**src/rtl/lsbsd_pkg.sv**
```systemverilog
`default_nettype none

package lsbsd_pkg;

   localparam int LENGTH_BITS_DEFAULT = 32;

   localparam logic [15:0] HEADER_SKIP_RESET = 16'd54;
   localparam logic [15:0] MAGIC_WORD_RESET  = 16'h232A;   // '#' then '*'

   localparam int CSR_DATA_W = 16;

   typedef enum logic [0:0] {
      CSR_HEADER_SKIP = 1'b0,
      CSR_MAGIC_WORD  = 1'b1
   } csr_index_type;

   typedef enum logic [7:0] {
      PH_HEADER  = 8'b0000_0001,
      PH_MAGIC   = 8'b0000_0010,
      PH_EXT_LEN = 8'b0000_0100,
      PH_EXT     = 8'b0000_1000,
      PH_PAY_LEN = 8'b0001_0000,
      PH_PAY     = 8'b0010_0000,
      PH_DONE    = 8'b0100_0000,
      PH_HALT    = 8'b1000_0000
   } phase_type;

   typedef struct packed {
      logic                  valid;
      csr_index_type         index;
      logic [CSR_DATA_W-1:0] data;
   } csr_write_type;

   typedef struct packed {
      logic [7:0] out_byte;
      logic       out_section;
      logic       out_last;
      logic       status;
   } result_type;

endpackage

`default_nettype wire

```
**src/rtl/lsbsd_core.sv**
```systemverilog
`default_nettype none

module lsbsd_core
   import lsbsd_pkg::*;
#(
   parameter int LENGTH_BITS = LENGTH_BITS_DEFAULT
)
(
   input  wire logic          clock,
   input  wire logic          reset,
   input  wire logic          step,
   input  wire logic          data_bit,
   input  wire csr_write_type csr_wr,
   input  wire logic [15:0]   magic_word,
   output logic               produce,
   output result_type         result
);

   localparam int CNT_W = $clog2(LENGTH_BITS);

   phase_type               phase_ff, phase_in;
   logic [15:0]             header_left_ff, header_left_in;
   logic [CNT_W-1:0]        bit_count_ff, bit_count_in;
   logic [LENGTH_BITS-1:0]  bit_shift_ff, bit_shift_in;
   logic [LENGTH_BITS-1:0]  bytes_left_ff, bytes_left_in;
   logic                    magic_index_ff, magic_index_in;

   logic [LENGTH_BITS-1:0]  shifted;
   logic [LENGTH_BITS-1:0]  bytes_dec;
   logic [15:0]             header_dec;
   logic [7:0]              expect_byte;
   logic                    unit_done;

   assign shifted     = {bit_shift_ff[LENGTH_BITS-2:0], data_bit};
   assign bytes_dec   = bytes_left_ff - LENGTH_BITS'(1);
   assign header_dec  = (header_left_ff != 16'd0) ? header_left_ff - 16'd1 : header_left_ff;
   assign expect_byte = magic_index_ff ? magic_word[7:0] : magic_word[15:8];

   always_comb begin
      phase_in       = phase_ff;
      header_left_in = header_left_ff;
      bit_count_in   = bit_count_ff;
      bit_shift_in   = bit_shift_ff;
      bytes_left_in  = bytes_left_ff;
      magic_index_in = magic_index_ff;
      produce        = 1'b0;
      result         = '0;
      unit_done      = 1'b0;

      if (csr_wr.valid && csr_wr.index == CSR_HEADER_SKIP) begin
         // skip count restarts only while still in the header
         if (phase_ff == PH_HEADER) begin
            header_left_in = csr_wr.data;
            if (csr_wr.data == 16'd0) begin
               phase_in = PH_MAGIC;
            end
         end
      end else if (step) begin
         case (phase_ff)
            PH_HEADER: begin
               header_left_in = header_dec;
               if (header_dec == 16'd0) begin
                  phase_in = PH_MAGIC;
               end
            end
            PH_MAGIC, PH_EXT, PH_PAY, PH_EXT_LEN, PH_PAY_LEN: begin
               if (phase_ff inside {PH_EXT_LEN, PH_PAY_LEN}) begin
                  unit_done = (bit_count_ff == CNT_W'(LENGTH_BITS - 1));
               end else begin
                  unit_done = (bit_count_ff == CNT_W'(7));
               end
               if (!unit_done) begin
                  bit_count_in = bit_count_ff + CNT_W'(1);
                  bit_shift_in = shifted;
               end else begin
                  bit_count_in = '0;
                  bit_shift_in = '0;
                  case (phase_ff)
                     PH_MAGIC: begin
                        if (shifted[7:0] != expect_byte) begin
                           phase_in           = PH_HALT;
                           produce            = 1'b1;
                           result.status      = 1'b1;
                        end else if (!magic_index_ff) begin
                           magic_index_in = 1'b1;
                        end else begin
                           magic_index_in = 1'b0;
                           phase_in       = PH_EXT_LEN;
                        end
                     end
                     PH_EXT_LEN: begin
                        bytes_left_in = shifted;
                        phase_in      = (shifted == '0) ? PH_PAY_LEN : PH_EXT;
                     end
                     PH_PAY_LEN: begin
                        bytes_left_in = shifted;
                        phase_in      = (shifted == '0) ? PH_DONE : PH_PAY;
                     end
                     default: begin
                        bytes_left_in      = bytes_dec;
                        produce            = 1'b1;
                        result.out_byte    = shifted[7:0];
                        result.out_section = (phase_ff == PH_PAY);
                        result.out_last    = (bytes_dec == '0);
                        if (bytes_dec == '0) begin
                           phase_in = (phase_ff == PH_PAY) ? PH_DONE : PH_PAY_LEN;
                        end
                     end
                  endcase
               end
            end
            default: begin
               // done or halted: beats are swallowed
            end
         endcase
      end
   end

   always_ff @(posedge clock) begin
      if (reset) begin
         phase_ff       <= PH_HEADER;
         header_left_ff <= HEADER_SKIP_RESET;
         bit_count_ff   <= '0;
         bit_shift_ff   <= '0;
         bytes_left_ff  <= '0;
         magic_index_ff <= 1'b0;
      end else begin
         phase_ff       <= phase_in;
         header_left_ff <= header_left_in;
         bit_count_ff   <= bit_count_in;
         bit_shift_ff   <= bit_shift_in;
         bytes_left_ff  <= bytes_left_in;
         magic_index_ff <= magic_index_in;
      end
   end

endmodule

`default_nettype wire

```
**config.mk**
```make
export PLATFORM = sky130hd
export DESIGN_NAME = lsbsd_core
export DESIGN_NICKNAME = d
export VERILOG_FILES = /design/src/rtl/lsbsd_pkg.sv /design/src/rtl/lsbsd_core.sv
export SDC_FILE = /design/constraint.sdc
export NUM_CORES = 1
export LEC_CHECK = 0
export BUFFER_PORTS_ARGS = -buffer_cell sky130_fd_sc_hd__buf_2
export CAP_MARGIN = 25
export CORE_ASPECT_RATIO = 0.7
export CORE_UTILIZATION = 60
export DETAILED_ROUTE_END_ITERATION = 12
export GPL_TIMING_DRIVEN = 0
export PLACE_DENSITY = 0.85
export RECOVER_POWER = 50
export SLEW_MARGIN = 20
export SYNTH_ARGS = -nofsm -noshare
export SYNTH_HDL_FRONTEND = slang
export SYNTH_SLANG_ARGS = --single-unit
```
**constraint.sdc**
```tcl
create_clock -name clock -period 3.66 [get_ports clock]
set_input_delay 0.366 -clock clock [delete_from_list [all_inputs] [get_ports clock]]
set_output_delay 0.366 -clock clock [all_outputs]
set_load 0.01 [all_outputs]
```
Word level (Yosys, flattened, before mapping):

Cells that the tools add are included.

* flip-flop bits (word level): 93
* logic and storage cells: 85
* input port bits: 38
* output and inout bits: 12

* muxes and demuxes: 40
* bitwise operators: 4
* eq/ne operators: 15
* reduce and logical (&&, ||, !) cells: 17
* add/subtract/negate cells: 3

Operator list (number)
* 2-to-1 mux 16 bit: 5
* 2-to-1 mux 8 bit: 10
* logical NOT 32 bit: 2
* case mux 32 bit (2 select lines): 1
* 2-to-1 mux 11 bit: 4
* logical NOT 16 bit: 2
* subtractor 32 x 1 -> 32 bit, second input constant: 1
* 2-to-1 mux 31 bit: 1
* case mux 8 bit (3 select lines): 1
* case mux 8 bit (2 select lines): 1
* nonzero test 16 bit: 1
* subtractor 16 x 1 -> 16 bit, second input constant: 1
* 2-to-1 mux 7 bit: 2
* 2-to-1 mux 1 bit: 11
* 2-to-1 mux 10 bit: 1
* 2-to-1 mux 5 bit: 2
* == test 8 x 1 -> 1 bit, second input constant: 1
* == test 8 x 2 -> 1 bit, second input constant: 1
* == test 8 x 3 -> 1 bit, second input constant: 1
* == test 8 x 4 -> 1 bit, second input constant: 1
* == test 8 x 5 -> 1 bit, second input constant: 1
* == test 8 x 6 -> 1 bit, second input constant: 1
* != test 8 bit: 1
* AND reduction 8 bit: 1
* 18 further kinds: 25

Longest topological paths before layout:

* depth in word-level cells: 10
* depth in mapped cells: 13
* gate-level depth less buffers: 10

Least setup slack after synthesis:

Ideal clock, no wire load.

* path kind: register to register
* from: register bytes_left_ff[0]
* to: register phase_ff[3]
* clock period less this slack: 3.308 ns
* buffers on the path: 1
* arrival time: 3.187 ns
* setup time: 0.121 ns
* cell stages (with the launch flop): 12
* data required time: 3.539 ns
* setup slack: 0.352 ns
* path through: dfxtp_1 inv_1 ha_1 nor3b_2 nand4_1 o41ai_2 nand4_1 or4_4 o21a_1 a311o_1 buf_6 mux2_4

* word-level cells in the longest chain between the ends: 4

Ends and longest elaborated chain
* start: declaration: line lsbsd_core.sv:25 `logic [LENGTH_BITS-1:0] bytes_left_ff, bytes_left_in;`
* start signal: assignment: line lsbsd_core.sv:132 `bytes_left_ff <= bytes_left_in;`
* subtractor 32 x 1 -> 32 bit: line lsbsd_core.sv:35 `assign bytes_dec = bytes_left_ff - LENGTH_BITS'(1);`
* logical NOT 32 bit: line lsbsd_core.sv:105 `if (bytes_dec == '0) begin`
* != test 6 bit (no line)
* AND reduction 8 bit (no line)
* end signal: assignment: line lsbsd_core.sv:128 `phase_ff <= phase_in;`
* end: declaration: line lsbsd_core.sv:21 `phase_type phase_ff, phase_in;`

No other way between the ends.
A chain may end at the register's enable or synchronous reset.

Worst setup path after layout:

* from: register bytes_left_ff[1]
* to: register phase_ff[3]

Same word-level chain as after synthesis.

==> metrics.cfg <==
[detailed_routing]
wl_per_cell_um=19.6
num_vias=7159
drc=0
firstDrtPassIters=7
drt_iter0_drc=1066
drt.antenna.violating_nets=0
routed_wirelength_um=21000
detail_route.vias_per_cell=6.68

[place]
place_congestion=0.984
place_area_um2=6640
dp_hpwl_um=15000
dp.cells=1042
io_buffers=48
pre_cts_slack_ps=-396

[sta]
maxSlewViolCount=0
slew_headroom=0.434
final.setup.tns_ps=0
finClkSkew_ps=5.60
finalSetupViolations=0
hold_viol=0
worst_pin_slew_ps=848
worst_hold_slack_ps=331
timing.final.crit_share=0.982
worst_slack_ps=64.2
fmax_ghz=0.278
min_period_ps=3600

[grt]
grt_start_max_net_pins=15
overflow=0
gr-usage-all-layers=0.388
grt_pass1_wl_um=31900
grt_pass1_vias=6162
antenna_found_initial=0

[yosys]
synth_mux_area_frac=0.0265
yosys.area.top_type=dfxtp_1
synth_cell_types=81
yosysWarnings=0
synth.ff_latch_count=93
synth_top_family_by_area=simple AND/OR/NAND/NOR gates
synth_compound_area_frac=0.235
synth-xor-area-share=0.0281
syn-mean-instance-area_um2=7.21
yosys.area.top_type_share=0.298
synth-edff-count=0
synth-adder-area-share=0.0100
synth.top_cells.by_count=nand2_1 (139), a21oi_1 (95), nor2_1 (94), dfxtp_1 (93), clkbuf_1 (54)
synth_flop_cell=dfxtp_1
ys_top_cells_by_area=dfxtp_1 (30%), nand2_1 (8.4%), a21oi_1 (7.6%)
async_reset_ff_frac=0
syn_nets=909
yosysMostFrequentCell=nand2_1
mappedNetlistArea_um2=6240
yosys.area_share.simple=0.335
yosysSeqAreaShare=0.298
synthCells=866

[layout]
final_core_util=0.725
finalInstanceArea_um2=7180
diodes=0
regArea_um2=1860
drive_gt1_frac=0.153
instances_no_fill=1071
multiInputGateArea_um2=4090
n_fill_cell=849
nNetsFinal=981
areaGrowthSynthToFinish_pct=15.1

[clock_tree]
clk_latency_ps=350
htreeDepth=3
clk_pin_slew_ps=70
cts_tree=built
cts_root_buf=clkbuf_16
clkSinkCount=93
holdBufCountCts=0
cts_inserted_buffers=9
cts_max_path_buffers=2

[worst_setup_path]
crit_type=flop to flop
path_cells=inv_2 -> ha_4 -> nor3b_4 -> nand4_1 -> o41ai_2 -> nand4_1 -> or4_4 -> o21a_1 -> a311o_1 -> buf_6 -> mux2_4
start_kind=flop
worst-path-max-fanout=6
slowest_delay_ps=590
worst-path-buf-inv=2
cp_common_cell=nand4_1
path_delay_family=simple AND/OR/NAND/NOR gates
crit_arrival_ps=3830
cp_slowest_cell=or4_4
crit_required_ps=3900
crit_path_end_kind=flop

[die]
die-area_um2=10800
ios=50
die_x_um=124
num_rows=30
initial_core_util=0.630
core_area_um2=9910
die_h_um=87.3

[power]
finalPower_mw=2.34
ir_worst_vdd_v=0.000233
p_per_area_nw_per_um2=325
p_leak_nw=2.75

[run_status]
outcome=finished clean

[job]
cap_violations=0

[worst_hold_path]
hold_class=input port to flop

==> report_power, final <==
group | total [mW] | switching, mW | internal, mW | leakage, nW
clock | 0.955 | 0.411 | 0.544 | 0.149
combinational | 0.320 | 0.203 | 0.117 | 1.85
sequential | 1.06 | 0.0302 | 1.03 | 0.752
==> cell usage in the layout, fill, tap and decap left out, drive strengths merged, types with 19 or more instances in the layout <==
master  instances
nor3           29
nor2           94
nand3          20
buf            71
a21oi          95
dfxtp          93
nand4          19
o21ai          48
nand2         139
nor4           32
clkbuf         71
==> cell families after synthesis <==
family,Yosys count
AO/OA/AOI/OAI,236
AND/OR/NAND/NOR,415
flip-flops,93
buffers and inverters,81
XOR/XNOR,20
adder cells (fa/ha/maj),5
multiplexers,16
==> per-layer routing <==
| layer | vias to the layer above | wire, um | GRT usage | part of all wire |
|---|---|---|---|---|
| met5 | - | 0 | 0 | 0 |
| met4 | 0 | 533 | 0.120 | 0.025 |
| met3 | 66 | 3410 | 0.159 | 0.16 |
| met2 | 589 | 8010 | 0.510 | 0.38 |
| met1 | 3224 | 9060 | 0.562 | 0.43 |
| li1 | 3280 | - | - | - |
==> what timing repair did <==
action                                  4_1_cts  5_1_grt
endpoints found under the setup margin       38       17
setup buffers                                 7        7
endpoints found under the hold margin         0        0
gates resized for setup                      19       19
pin swaps                                     1        2
==> worst reg2reg max path, stage by stage (launching register included) <==
cell and delay, ps:
dfxtp_1 380, inv_2 110, ha_4 180, nor3b_4 290, nand4_1 340, o41ai_2 470
nand4_1 170, or4_4 590, o21a_1 190, a311o_1 320, buf_6 140, mux2_4 290
==> worst paths after layout <==
| path | startpoint | end | slack [ps] | depth (start not counted) |
|---|---|---|---|---|
| max reg2reg | bytes_left_ff[1] | phase_ff[3] | 60 | 11 |
| min | csr_wr[1] | header_left_ff[1] | 330 | 3 |
| max | bytes_left_ff[1] | phase_ff[3] | 60 | 11 |
| min reg2reg | phase_ff[7] | phase_ff[7] | 470 | 2 |
==> layout make-up <==
class                   instances  area share
plain buffers                  70      0.0557
clock buffers                  11      0.0338
clock inverters                 5     0.00697
inverters                      10     0.00523
multi-input cells             692       0.569
flip-flops and latches         93       0.259
well taps                     128      0.0223
repair buffers                 62      0.0477
==> flip-flops by register name, summed over array words and instances (netlist names) <==
signal	cells
header_left_ff	16
bytes_left_ff	32
bit_count_ff	5
bit_shift_ff	31
phase_ff	8
magic_index_ff	1
Note: power is estimated with default switching activity, not from simulation.
