[src/rtl/lsbsd_pkg.sv]
`default_nettype none

package lsbsd_pkg;

   localparam int LENGTH_BITS_DEFAULT = 32;

   localparam logic [15:0] HEADER_SKIP_RESET = 16'd54;
   localparam logic [15:0] MAGIC_WORD_RESET  = 16'h232A;   // '#' then '*'

   localparam int CSR_DATA_W = 16;

   typedef enum logic [0:0] {
      CSR_HEADER_SKIP = 1'b0,
      CSR_MAGIC_WORD  = 1'b1
   } csr_index_type;

   typedef enum logic [7:0] {
      PH_HEADER  = 8'b0000_0001,
      PH_MAGIC   = 8'b0000_0010,
      PH_EXT_LEN = 8'b0000_0100,
      PH_EXT     = 8'b0000_1000,
      PH_PAY_LEN = 8'b0001_0000,
      PH_PAY     = 8'b0010_0000,
      PH_DONE    = 8'b0100_0000,
      PH_HALT    = 8'b1000_0000
   } phase_type;

   typedef struct packed {
      logic                  valid;
      csr_index_type         index;
      logic [CSR_DATA_W-1:0] data;
   } csr_write_type;

   typedef struct packed {
      logic [7:0] out_byte;
      logic       out_section;
      logic       out_last;
      logic       status;
   } result_type;

endpackage

`default_nettype wire

[src/rtl/lsbsd_if.sv]
`default_nettype none


interface lsbsd_rsp_if;
   logic       valid;
   logic       ready;
   logic [7:0] out_byte;
   logic       out_section;
   logic       out_last;
   logic       status;

   modport source (output valid, output out_byte, output out_section, output out_last,
                   output status, input ready);
   modport sink   (input valid, input out_byte, input out_section, input out_last,
                   input status, output ready);
endinterface


`default_nettype wire

[src/rtl/lsbsd_out_stage.sv]
`default_nettype none

module lsbsd_out_stage
   import lsbsd_pkg::*;
(
   input  wire logic       clock,
   input  wire logic       reset,
   lsbsd_rsp_if.source     rsp,
   input  wire logic       step,
   input  wire logic       produce,
   input  wire result_type result,
   output logic            out_free
);

   logic       valid_ff, valid_in;
   result_type data_ff;
   logic       load;

   assign out_free = !valid_ff || rsp.ready;
   assign load     = step && produce;
   assign valid_in = load || (valid_ff && !rsp.ready);

   assign rsp.valid       = valid_ff;
   assign rsp.out_byte    = data_ff.out_byte;
   assign rsp.out_section = data_ff.out_section;
   assign rsp.out_last    = data_ff.out_last;
   assign rsp.status      = data_ff.status;

   always_ff @(posedge clock) begin
      if (reset) begin
         valid_ff <= 1'b0;
      end else begin
         valid_ff <= valid_in;
      end
   end

   always_ff @(posedge clock) begin
      if (load) begin
         data_ff <= result;
      end
   end

endmodule

`default_nettype wire

[src/flat_wrapper.sv]
// flat-port wrapper written by rule: the top's interface ports become plain ports
module lsbsd_out_stage_flat import lsbsd_pkg::*;
  (clock, reset, step, produce, result, out_free, rsp_valid, rsp_out_byte, rsp_out_section, rsp_out_last, rsp_status, rsp_ready);
  lsbsd_rsp_if rsp_i ();
  input  wire logic clock;
  input  wire logic reset;
  input  wire logic step;
  input  wire logic produce;
  input  wire result_type result;
  output logic out_free;
  output wire logic [$bits(rsp_i.valid)-1:0] rsp_valid;
  output wire logic [$bits(rsp_i.out_byte)-1:0] rsp_out_byte;
  output wire logic [$bits(rsp_i.out_section)-1:0] rsp_out_section;
  output wire logic [$bits(rsp_i.out_last)-1:0] rsp_out_last;
  output wire logic [$bits(rsp_i.status)-1:0] rsp_status;
  input wire logic [$bits(rsp_i.ready)-1:0] rsp_ready;
  assign rsp_valid = rsp_i.valid;
  assign rsp_out_byte = rsp_i.out_byte;
  assign rsp_out_section = rsp_i.out_section;
  assign rsp_out_last = rsp_i.out_last;
  assign rsp_status = rsp_i.status;
  assign rsp_i.ready = rsp_ready;
  lsbsd_out_stage u_core (.clock(clock), .reset(reset), .rsp(rsp_i), .step(step), .produce(produce), .result(result), .out_free(out_free));
endmodule
[config.mk]
export PLATFORM = sky130hd
export DESIGN_NAME = lsbsd_out_stage_flat
export DESIGN_NICKNAME = d
export VERILOG_FILES = /design/src/rtl/lsbsd_pkg.sv /design/src/rtl/lsbsd_if.sv /design/src/rtl/lsbsd_out_stage.sv /design/src/flat_wrapper.sv
export SDC_FILE = /design/constraint.sdc
export NUM_CORES = 1
export LEC_CHECK = 0
export ABC_AREA = 1
export BUFFER_PORTS_ARGS = -buffer_cell sky130_fd_sc_hd__buf_2
export CAP_MARGIN = 20
export CORE_AREA = 2 2 39 41
export DETAILED_ROUTE_END_ITERATION = 12
export DIE_AREA = 0 0 41 43
export PLACE_DENSITY = 0.72
export SETUP_SLACK_MARGIN = 0.05
export SYNTH_ARGS = -nofsm -noshare
export SYNTH_HDL_FRONTEND = slang
export SYNTH_SLANG_ARGS = --single-unit
[constraint.sdc]
create_clock -name clock -period 1 [get_ports clock]
set_input_delay 0.1 -clock clock [delete_from_list [all_inputs] [get_ports clock]]
set_output_delay 0.1 -clock clock [all_outputs]
set_load 0.03 [all_outputs]
### After elaboration in Yosys (flattened, before gate mapping)

Index checks and enable logic that the tools add are counted.

| word-level totals | value |
|---|---|
| flip-flop bits (word level) | 12 |
| input port bits | 16 |
| output and inout port bits | 13 |
| logic and storage cells | 11 |

| operators by class | value |
|---|---|
| reductions and logical operators | 6 |

Operators by type and width:

| operator | count |
|---|---|
| $logic_and 1x1->1 | 2 |
| $logic_not 1->1 | 2 |
| $logic_or 1x1->1 | 2 |

### Logic depth before layout (Yosys ltp)

Gate-level depths: netlist of the first run.

| depth | value |
|---|---|
| depth in word-level cells | 3 |
| depth in mapped cells | 3 |

### Least setup slack after synthesis of the first run

OpenSTA, ideal clock, no wires.

| path | value |
|---|---|
| kind | register to register |
| start point | register u_core.valid_ff, in the netlist u_core.rsp.valid |
| end point | register u_core.valid_ff, in the netlist u_core.rsp.valid |
| arrival | 840 ps |
| data required time | 934 ps |
| setup slack | 94 ps |
| stages on the path, launching flop included | 3 |
| buffers on the path | 0 |
| clock period less this slack | 906 ps |
| path through | dfxtp_1 > nand2_2 > a21oi_2 |

| on the way | value |
|---|---|
| longest elaborated chain between the ends | 2 |

RTL lines:

| element | line | RTL |
|---|---|---|
| start, declared | lsbsd_out_stage.sv:15 | `logic valid_ff, valid_in;` |
| start signal, assigned | lsbsd_out_stage.sv:33 | `valid_ff <= valid_in;` |
| $logic_and 1x1->1 | lsbsd_out_stage.sv:21 | `assign valid_in = load \|\| (valid_ff && !rsp.ready);` |
| $logic_or 1x1->1 | lsbsd_out_stage.sv:21 |  |

No other way between the ends.
A chain may end at the register's enable or synchronous reset.

### Worst setup path in the final report of the first run

| path | value |
|---|---|
| start point | register u_core.data_ff, in the netlist u_core.rsp.out_byte[3] |
| end point | output port rsp_out_byte[3] |

RTL lines:

| element | line | RTL |
|---|---|---|
| start, declared | lsbsd_out_stage.sv:16 | `result_type data_ff;` |
| start signal, assigned | lsbsd_out_stage.sv:39 | `data_ff <= result;` |
| end, declared | flat_wrapper.sv:12 | `output wire logic [$bits(rsp_i.out_byte)-1:0] rsp_out_byte;` |

No word-level cell between the ends.

==> impl_results.md, run 1 <==
* Run status: complete, no violations
* Crit path DAT at 820 ps
* Area grow syn2layout at 69.10%
* Post-Route WL at 788 µm
* Top_reg_cell synth: edfxtp_1
* Fin crit share at 92.12%
* Final-layout fill cell count at 137
* Wire per inst at 11.26 µm
* Crit-path slowest cell: edfxtp_1
* Worst Path Required at 900 ps
* Final Hold Viols at 0
* Die Y-Extent at 43 µm
* Place WS at 79.53 ps
* Antenna-violating nets left at 0
* EDFF count, synth at 11
* Via-per-instance ratio at 4.014
* TritonCTS buffer count at 3
* Min Tclk post-route at 921.2 ps
* Fmax at 1086 MHz
* CP top delay family: flip-flops
* Count of input and output buffers at 28
* Yosys reg bits at 12
* Total GRT Usage at 9.959%
* Synth Net Count at 33
* Unrepaired setup endpoints after global routing: no
* Pleak at 0.2849 nW
* Initial core utilization at 27.22%
* Yosys warns at 0
* CTS tree: built
* Setup TNS at 0 ps
* Post-Synthesis Cells at 17
* CP max FO at 1
* Hold slack at 12.40 ps
* Post-DP Area at 536.8 µm²
* Post-route insts no fill at 70
* Crit-path max cell delay at 370 ps
* Worst setup margin at 78.81 ps
* Clock Sinks at 12
* Share of cells above drive strength 1 at 62.96%
* First-pass GRT wire length at 1083 µm
* Worst Hold Class: in2reg
* Clk slew on worst S/H paths at 70 ps
* Max-cap viol count at 0
* Slew HR at 74.12%
* Core footprint at 1384 µm²
* GPL Wtd Cong at 0.6733
* Clock Tree Root: clkbuf_4
* Layout Skew at 0 ps
* Nets at 71
* Cell Rows at 14
* Initial antenna violation count at 0
* Vias in the first global route at 295
* Antenna Cells at 0
* Crit start category: flop
* Largest net degree at the start of global routing at 12
* Register area share after synthesis at 93.02%
* Pwr Density at 1653 nW/µm²
* Most frequent cells after synthesis: edfxtp_1, inv_1
* Most frequent cell after synthesis: edfxtp_1
* Crit path buf inv count at 1
* Cells after DPL at 61
* Width of the die at 41 µm
* Dominant cells by area after synthesis: edfxtp_1, dfxtp_1, a21oi_2
* Global route total overflow at 0
* DIE AREA at 1763 µm²
* H-tree depth at 1
* Worst-Skew Late Latency at 260 ps
* Yosys cell types at 6
* Cell Area, Synth at 376.6 µm²
* Leading area contributor after synthesis: edfxtp_1
* Average size of a mapped cell at 22.15 µm²
* Tightest Pin Transition at 387.8 ps
* Fraction of registers with async set/reset at 0%
* Slew Viols, Final at 0
* Crit-path cells: buf_2
* Routed vias at 281
* CP Capture Type: primary output
* Drt pass-1 iters at 1
* # IOs at 29
* Top cell type's share of synthesized area at 87.71%
* Clock Path Buffers at 2
* Drt initial violations at 0
* Setup Viol. Count Final at 0
* Peak VDD IR at 731.1 µV
* Detailed-placement wirelength estimate at 626.4 µm
* Detailed-route DRC error count at 0
* Final Cell Area at 636.9 µm²
* Critical path class: reg2out
==> repair_timing <==
action / 4_1_cts / 5_1_grt
buffers inserted: 0 / 0
setup endpoints to repair: 2 / 6
gates resized for setup: 3 / 10
pin swaps: 0 / 0
endpoints found under the hold margin: 3 / 2
hold buffers: 3 / 2
==> logic make-up after synthesis <==
family | share of synthesized area (%)
compound gates | 2.326
flops | 93.02
simple gates | 2.658
buf+inv | 1.994
==> cell usage in the layout, fill, tap and decap left out, drive strengths merged <==
master	n
nand2	2
dlygate4sd3	5
edfxtp	11
a21oi	1
clkbuf	4
dfxtp	1
buf	28
inv	2
==> where the power goes <==
| group | switching [mW] | internal [mW] |
|---|---|---|
| clock | 0.136 | 0.154 |
| combinational | 0.101 | 0.0679 |
| sequential | 0.00955 | 0.584 |
==> final cells by class <==
type / instances / area (µm²) / share of cell area, %
clock buffer: 4 / 26.28 / 4.126
inverter: 2 / 7.507 / 1.179
multi-input combinational: 3 / 18.77 / 2.947
sequential: 12 / 351.6 / 55.21
tap: 16 / 20.02 / 3.143
timing repair buffer: 33 / 212.7 / 33.40
==> final timing paths <==
kind	endpoint	slack (ps)	from	cells past startpoint
setup reg to reg	u_core.rsp.valid$_SDFF_PP0_	430	u_core.rsp.valid$_SDFF_PP0_	2
hold reg to reg	u_core.rsp.valid$_SDFF_PP0_	480	u_core.rsp.valid$_SDFF_PP0_	2
hold / removal	u_core.rsp.out_byte[3]$_DFFE_PP_	10	result[6]	1
setup / recovery	rsp_out_byte[3]	80	u_core.rsp.out_byte[3]$_DFFE_PP_	1
==> stage by stage <==
step | utilization, % | total power, mW
after detailed placement | 38.79 | 0.7493
after global placement | 38.79 | 0.7452
after global routing | 46.02 | 1.105
after CTS | 43.31 | 1.061
after floorplan | - | 0.6859
final | 46.02 | 1.053
==> layer usage <==
metal	track usage [%]	wire, µm	vias up
li1	-	-	135
met3	4.712	118	0
met1	11.07	322	117
met2	13.75	347	29
met5	0	0	-
met4	8.000	0	0
==> flip-flops by register name, indices dropped and copies added (netlist names) <==
signal                  flops
u_core.rsp.out_last         1
u_core.rsp.status           1
u_core.rsp.valid            1
u_core.rsp.out_byte         8
u_core.rsp.out_section      1
(Power assumes the default switching activity.)
==> run 2: changes to the inputs <==
--- a/config.mk
+++ b/config.mk
@@ -12,7 +12,7 @@
 export DETAILED_ROUTE_END_ITERATION = 12
 export DIE_AREA = 0 0 41 43
 export PLACE_DENSITY = 0.72
-export SETUP_SLACK_MARGIN = 0.05
+export SETUP_SLACK_MARGIN = 0.3
 export SYNTH_ARGS = -nofsm -noshare
 export SYNTH_HDL_FRONTEND = slang
 export SYNTH_SLANG_ARGS = --single-unit
==> impl_results.md, run 2 (synthesis results as in run 1) <==
* Final core utilization at 47.74%
* Vias in the first global route at 252
* Area grow syn2layout at 75.42%
* Run status: complete, no violations
* CTS Hold Bufs at 1
* Hold path start: result[8]
* Final Hold Viols at 0
* DIE AREA at 1763 µm²
* # IOs at 29
* Tightest Pin Transition at 217.9 ps
* Clk slew on worst S/H paths at 70 ps
* Routed vias at 255
* Crit-path max cell delay at 360 ps
* RR Startpoint: u_core.rsp.valid$_SDFF_PP0_
* Most used routing layer: met2
* Met2 usage at 10.94%
* Hold path depth at 1
* Register area at 351.6 µm²
* Width of the die at 41 µm
* Setup Viol. Count Final at 0
* Worst Hold Class: in2reg
* Final-layout fill cell count at 130
* Via-per-instance ratio at 3.864
* FF-to-FF End: u_core.rsp.valid$_SDFF_PP0_
* Max-cap viol count at 0
* Initial core utilization at 27.22%
* Post-Route WL at 602 µm
* TritonCTS buffer count at 3
* Worst reg2reg path depth at 2
* Antenna-violating nets left at 0
* CP Capture Type: primary output
* Worst-Skew Late Latency at 250 ps
* Initial antenna violation count at 0
* Clock Path Buffers at 2
* Crit-path slowest cell: dfxtp_2
* Total GRT Usage at 8.325%
* Pleak at 0.2925 nW
* Crit start category: flop
* WHS Endpoint: u_core.rsp.out_byte[5]$_DFFE_PP_
* Worst Path Required at 900 ps
* Setup TNS at 0 ps
* Cell Rows at 14
* Layout Skew at 0 ps
* Nets at 67
* First-pass GRT wire length at 917 µm
* Slew HR at 85.45%
* Count of input and output buffers at 28
* Die Y-Extent at 43 µm
* Commonest non-fill, non-tap cell in the layout: buf_2
* Unrepaired setup endpoints after global routing: yes
* Global route total overflow at 0
* Most frequent cells in the layout: buf_2, buf_6, edfxtp_1
* Crit path buf inv count at 1
* Post-CTS Setup Bufs at 0
* Peak VDD IR at 577.2 µV
* Fmax at 1106 MHz
* Met1 Use GR at 9.375%
* Wire per inst at 9.121 µm
* Drt pass-1 iters at 1
* Antenna Cells at 0
* Crit-path cells: nand2_4, buf_6
* Slew Viols, Final at 0
* Area occupied by multi-input gates at 23.77 µm²
* Fin crit share at 90.40%
* Drt initial violations at 0
* Max FFs per register at 8
* Crit path DAT at 800 ps
* Pwr Density at 1616 nW/µm²
* Clock Sinks at 12
* Min Tclk post-route at 904.0 ps
* Critical path class: reg2out
* Clock Tree Root: clkbuf_4
* Detailed-route DRC error count at 0
* H-tree depth at 1
* Core footprint at 1384 µm²
* CP top delay family: flip-flops
* Share of cells above drive strength 1 at 70.00%
* Met3 global-route usage at 3.665%
* CTS tree: built
* Worst reg-to-reg setup slack at 420 ps
* CP max FO at 2
* GPL Wtd Cong at 0.5883
* Largest net degree at the start of global routing at 12
## run 2: worst max-delay path by stage
stage	startpoint	to	slack [ps]	cells after the start
global route	u_core.rsp.out_byte[6]$_DFFE_PP_	rsp_out_byte[6]	70	1
global placement	step	u_core.rsp.out_byte[7]$_DFFE_PP_	240	3
finish	u_core.rsp.valid$_SDFF_PP0_	out_free	100	2
floorplan	u_core.rsp.valid$_SDFF_PP0_	u_core.rsp.valid$_SDFF_PP0_	270	2
detailed placement	step	u_core.rsp.out_byte[6]$_DFFE_PP_	230	3
CTS	u_core.rsp.out_byte[5]$_DFFE_PP_	rsp_out_byte[5]	80	1
## run 2: where the power goes
group / internal (mW) / switching (mW)
clock: 0.154 / 0.130
combinational: 0.0853 / 0.0975
sequential: 0.585 / 0.0157
## run 2: through the flow
step           setup WS, ps  area (µm²)  instances  hold WS (ps)  total power [mW]
5_1_grt               65.28       660.6         66       -0.8636             1.120
2_1_floorplan         271.7       382.9         17         155.1            0.6889
4_1_cts               80.34       660.6         66         5.223             1.083
6_report              96.00       660.6         66         12.60             1.067
3_3_place_gp          236.8       543.0         61         258.7            0.7463
3_5_place_dp          225.4       543.0         61         258.2            0.7479
## run 2: cell type report
class / instances / area share, %
clock buffers: 4 / 3.977
flip-flops and latches: 12 / 53.22
well taps: 16 / 3.030
inverters: 2 / 1.136
repair buffers: 29 / 35.04
multi-input cells: 3 / 3.598
## run 2: repair_timing
item                       in CTS  in global routing
setup endpoints to repair      13                 13
resized for setup              26                  0
hold endpoints to repair        1                  1
pin swaps                       0                  1
## run 2: layer usage
layer	part of all wire, %	routed length [µm]	vias to the layer above
li1	-	-	128
met1	38	228	107
met2	49	296	18
met3	11	67	2
met4	1.7	10	0
met5	0	0	-
## run 2: worst reg2reg max path, delay by kind of cell (launching register included)
| family | cells | cell delay (ps) |
|---|---|---|
| AOI/OAI and AO/OA | 1 | 100 |
| DFF | 1 | 360 |
| and+or+nand+nor | 1 | 60 |
==> run 3: changes to the inputs <==
--- a/config.mk
+++ b/config.mk
@@ -11,7 +11,7 @@
 export CORE_AREA = 2 2 39 41
 export DETAILED_ROUTE_END_ITERATION = 12
 export DIE_AREA = 0 0 41 43
-export PLACE_DENSITY = 0.72
+export PLACE_DENSITY = 0.67
 export SETUP_SLACK_MARGIN = 0.3
 export SYNTH_ARGS = -nofsm -noshare
 export SYNTH_HDL_FRONTEND = slang
==> impl_results.md, run 3 (synthesis results as in run 1) <==
* Cells after DPL at 61
* Initial core utilization at 27.22%
* Hold path depth at 1
* Crit-path slowest cell: edfxtp_1
* Min Tclk post-route at 928.8 ps
* # IOs at 29
* Area grow syn2layout at 81.40%
* Run status: complete, no violations
* FF-to-FF End: u_core.rsp.valid$_SDFF_PP0_
* Final Hold Viols at 0
* Max-cap viol count at 0
* Commonest non-fill, non-tap cell in the layout: buf_2
* Count of input and output buffers at 28
* Nets at 69
* Antenna Cells at 0
* CP max FO at 1
* Largest net degree at the start of global routing at 12
* First-pass GRT wire length at 1090 µm
* Drt pass-1 iters at 1
* Clk slew on worst S/H paths at 70 ps
* Via-per-instance ratio at 4.118
* Post-route insts no fill at 68
* Max FFs per register at 8
* Wire per inst at 11.59 µm
* Layout Skew at 0 ps
* Crit-path max cell delay at 410 ps
* Cell Rows at 14
* Clock Sinks at 12
* Crit-path cells: buf_6
* Post-CTS Setup Bufs at 0
* Routed vias at 280
* Global route total overflow at 0
* Final-layout fill cell count at 132
* Place WS at 212.9 ps
* Peak VDD IR at 670.5 µV
* RR Startpoint: u_core.rsp.valid$_SDFF_PP0_
* CTS tree: built
* Initial antenna violation count at 0
* Total GRT Usage at 9.969%
* Pleak at 0.3010 nW
* Pwr Density at 1592 nW/µm²
* Hold path start: result[1]
* Crit path buf inv count at 1
* Detailed-route DRC error count at 0
* Die Y-Extent at 43 µm
* Worst Path Required at 900 ps
* Crit start category: flop
* Critical path class: reg2out
* Post-Route WL at 788 µm
* Setup TNS at 0 ps
* Instance count on the critical path at 1
* Worst reg2reg path depth at 2
* Crit path DAT at 830 ps
* Drt initial violations at 0
* Setup Viol. Count Final at 0
* Slew Viols, Final at 0
* Worst setup margin at 71.21 ps
* Worst-Skew Late Latency at 250 ps
* CP top delay family: flip-flops
* Worst reg-to-reg setup slack at 420 ps
* DIE AREA at 1763 µm²
* Hold slack at 5.744 ps
* H-tree depth at 1
* Clock Tree Root: clkbuf_4
* GPL Wtd Cong at 0.6506
* Worst Hold Class: in2reg
* Slew HR at 85.33%
* Tightest Pin Transition at 219.7 ps
* Fmax at 1077 MHz
* TritonCTS buffer count at 3
* Clock Path Buffers at 2
* Fin crit share at 92.88%
* WHS Endpoint: u_core.rsp.out_last$_DFFE_PP_
* Antenna-violating nets left at 0
* Vias in the first global route at 278
* Share of cells above drive strength 1 at 67.31%
* Core footprint at 1384 µm²
* Unrepaired setup endpoints after global routing: yes
* CP Capture Type: primary output
* Most frequent cells in the layout: buf_2, buf_6, edfxtp_1
* Width of the die at 41 µm
[run 3: cell types whose count changed in the layout (fill, tap and decap cells not counted)]
cell / change
dlygate4sd3_1: +2
dfxtp_2: -1
dfxtp_4: +1
[run 3: metal layers]
metal / track usage [%] / share of wire [%] / up-vias
met3: 5.236 / 16 / 0
met2: 12.81 / 44 / 29
met1: 12.85 / 40 / 118
met4: 6.000 / 0 / 0
met5: 0 / 0 / -
li1: - / - / 133
[run 3: what timing repair did]
action | CTS | global route
hold buffers | 1 | 2
endpoints found under the hold margin | 4 | 4
gates resized for setup | 24 | 3
endpoints found under the setup margin | 13 | 13
[run 3: per-stage QoR]
step / total power [mW] / cell area (µm²) / util, %
2_1_floorplan: 0.6889 / 382.9 / -
5_1_grt: 1.144 / 683.2 / 49.37
4_1_cts: 1.099 / 653.1 / 47.20
6_report: 1.088 / 683.2 / 49.37
3_3_place_gp: 0.7489 / 543.0 / 39.24
3_5_place_dp: 0.7523 / 543.0 / 39.24
[run 3: layout make-up]
class,count,area (µm²),area share (%)
Multi-Input combinational cell,3,23.77,3.480
Inverter,2,7.507,1.099
Sequential cell,12,354.1,51.83
Tap cell,16,20.02,2.930
Clock buffer,4,26.28,3.846
Timing Repair Buffer,31,251.5,36.81
[run 3: how the worst max path moves through the flow]
stage | start | end | slack (ps)
detailed placement | step | u_core.rsp.out_byte[6]$_DFFE_PP_ | 210
CTS | u_core.rsp.out_last$_DFFE_PP_ | rsp_out_last | 50
floorplan | u_core.rsp.valid$_SDFF_PP0_ | u_core.rsp.valid$_SDFF_PP0_ | 270
finish | u_core.rsp.out_last$_DFFE_PP_ | rsp_out_last | 70
global placement | step | u_core.rsp.out_byte[0]$_DFFE_PP_ | 240
global route | u_core.rsp.out_byte[7]$_DFFE_PP_ | rsp_out_byte[7] | 40
[run 3: power by group]
group	leakage [nW]	internal [mW]	switching (mW)
Combinational	0.174	0.0907	0.100
Sequential	0.112	0.584	0.0177
Clock	0.0150	0.154	0.142
Total	0.301	0.828	0.260
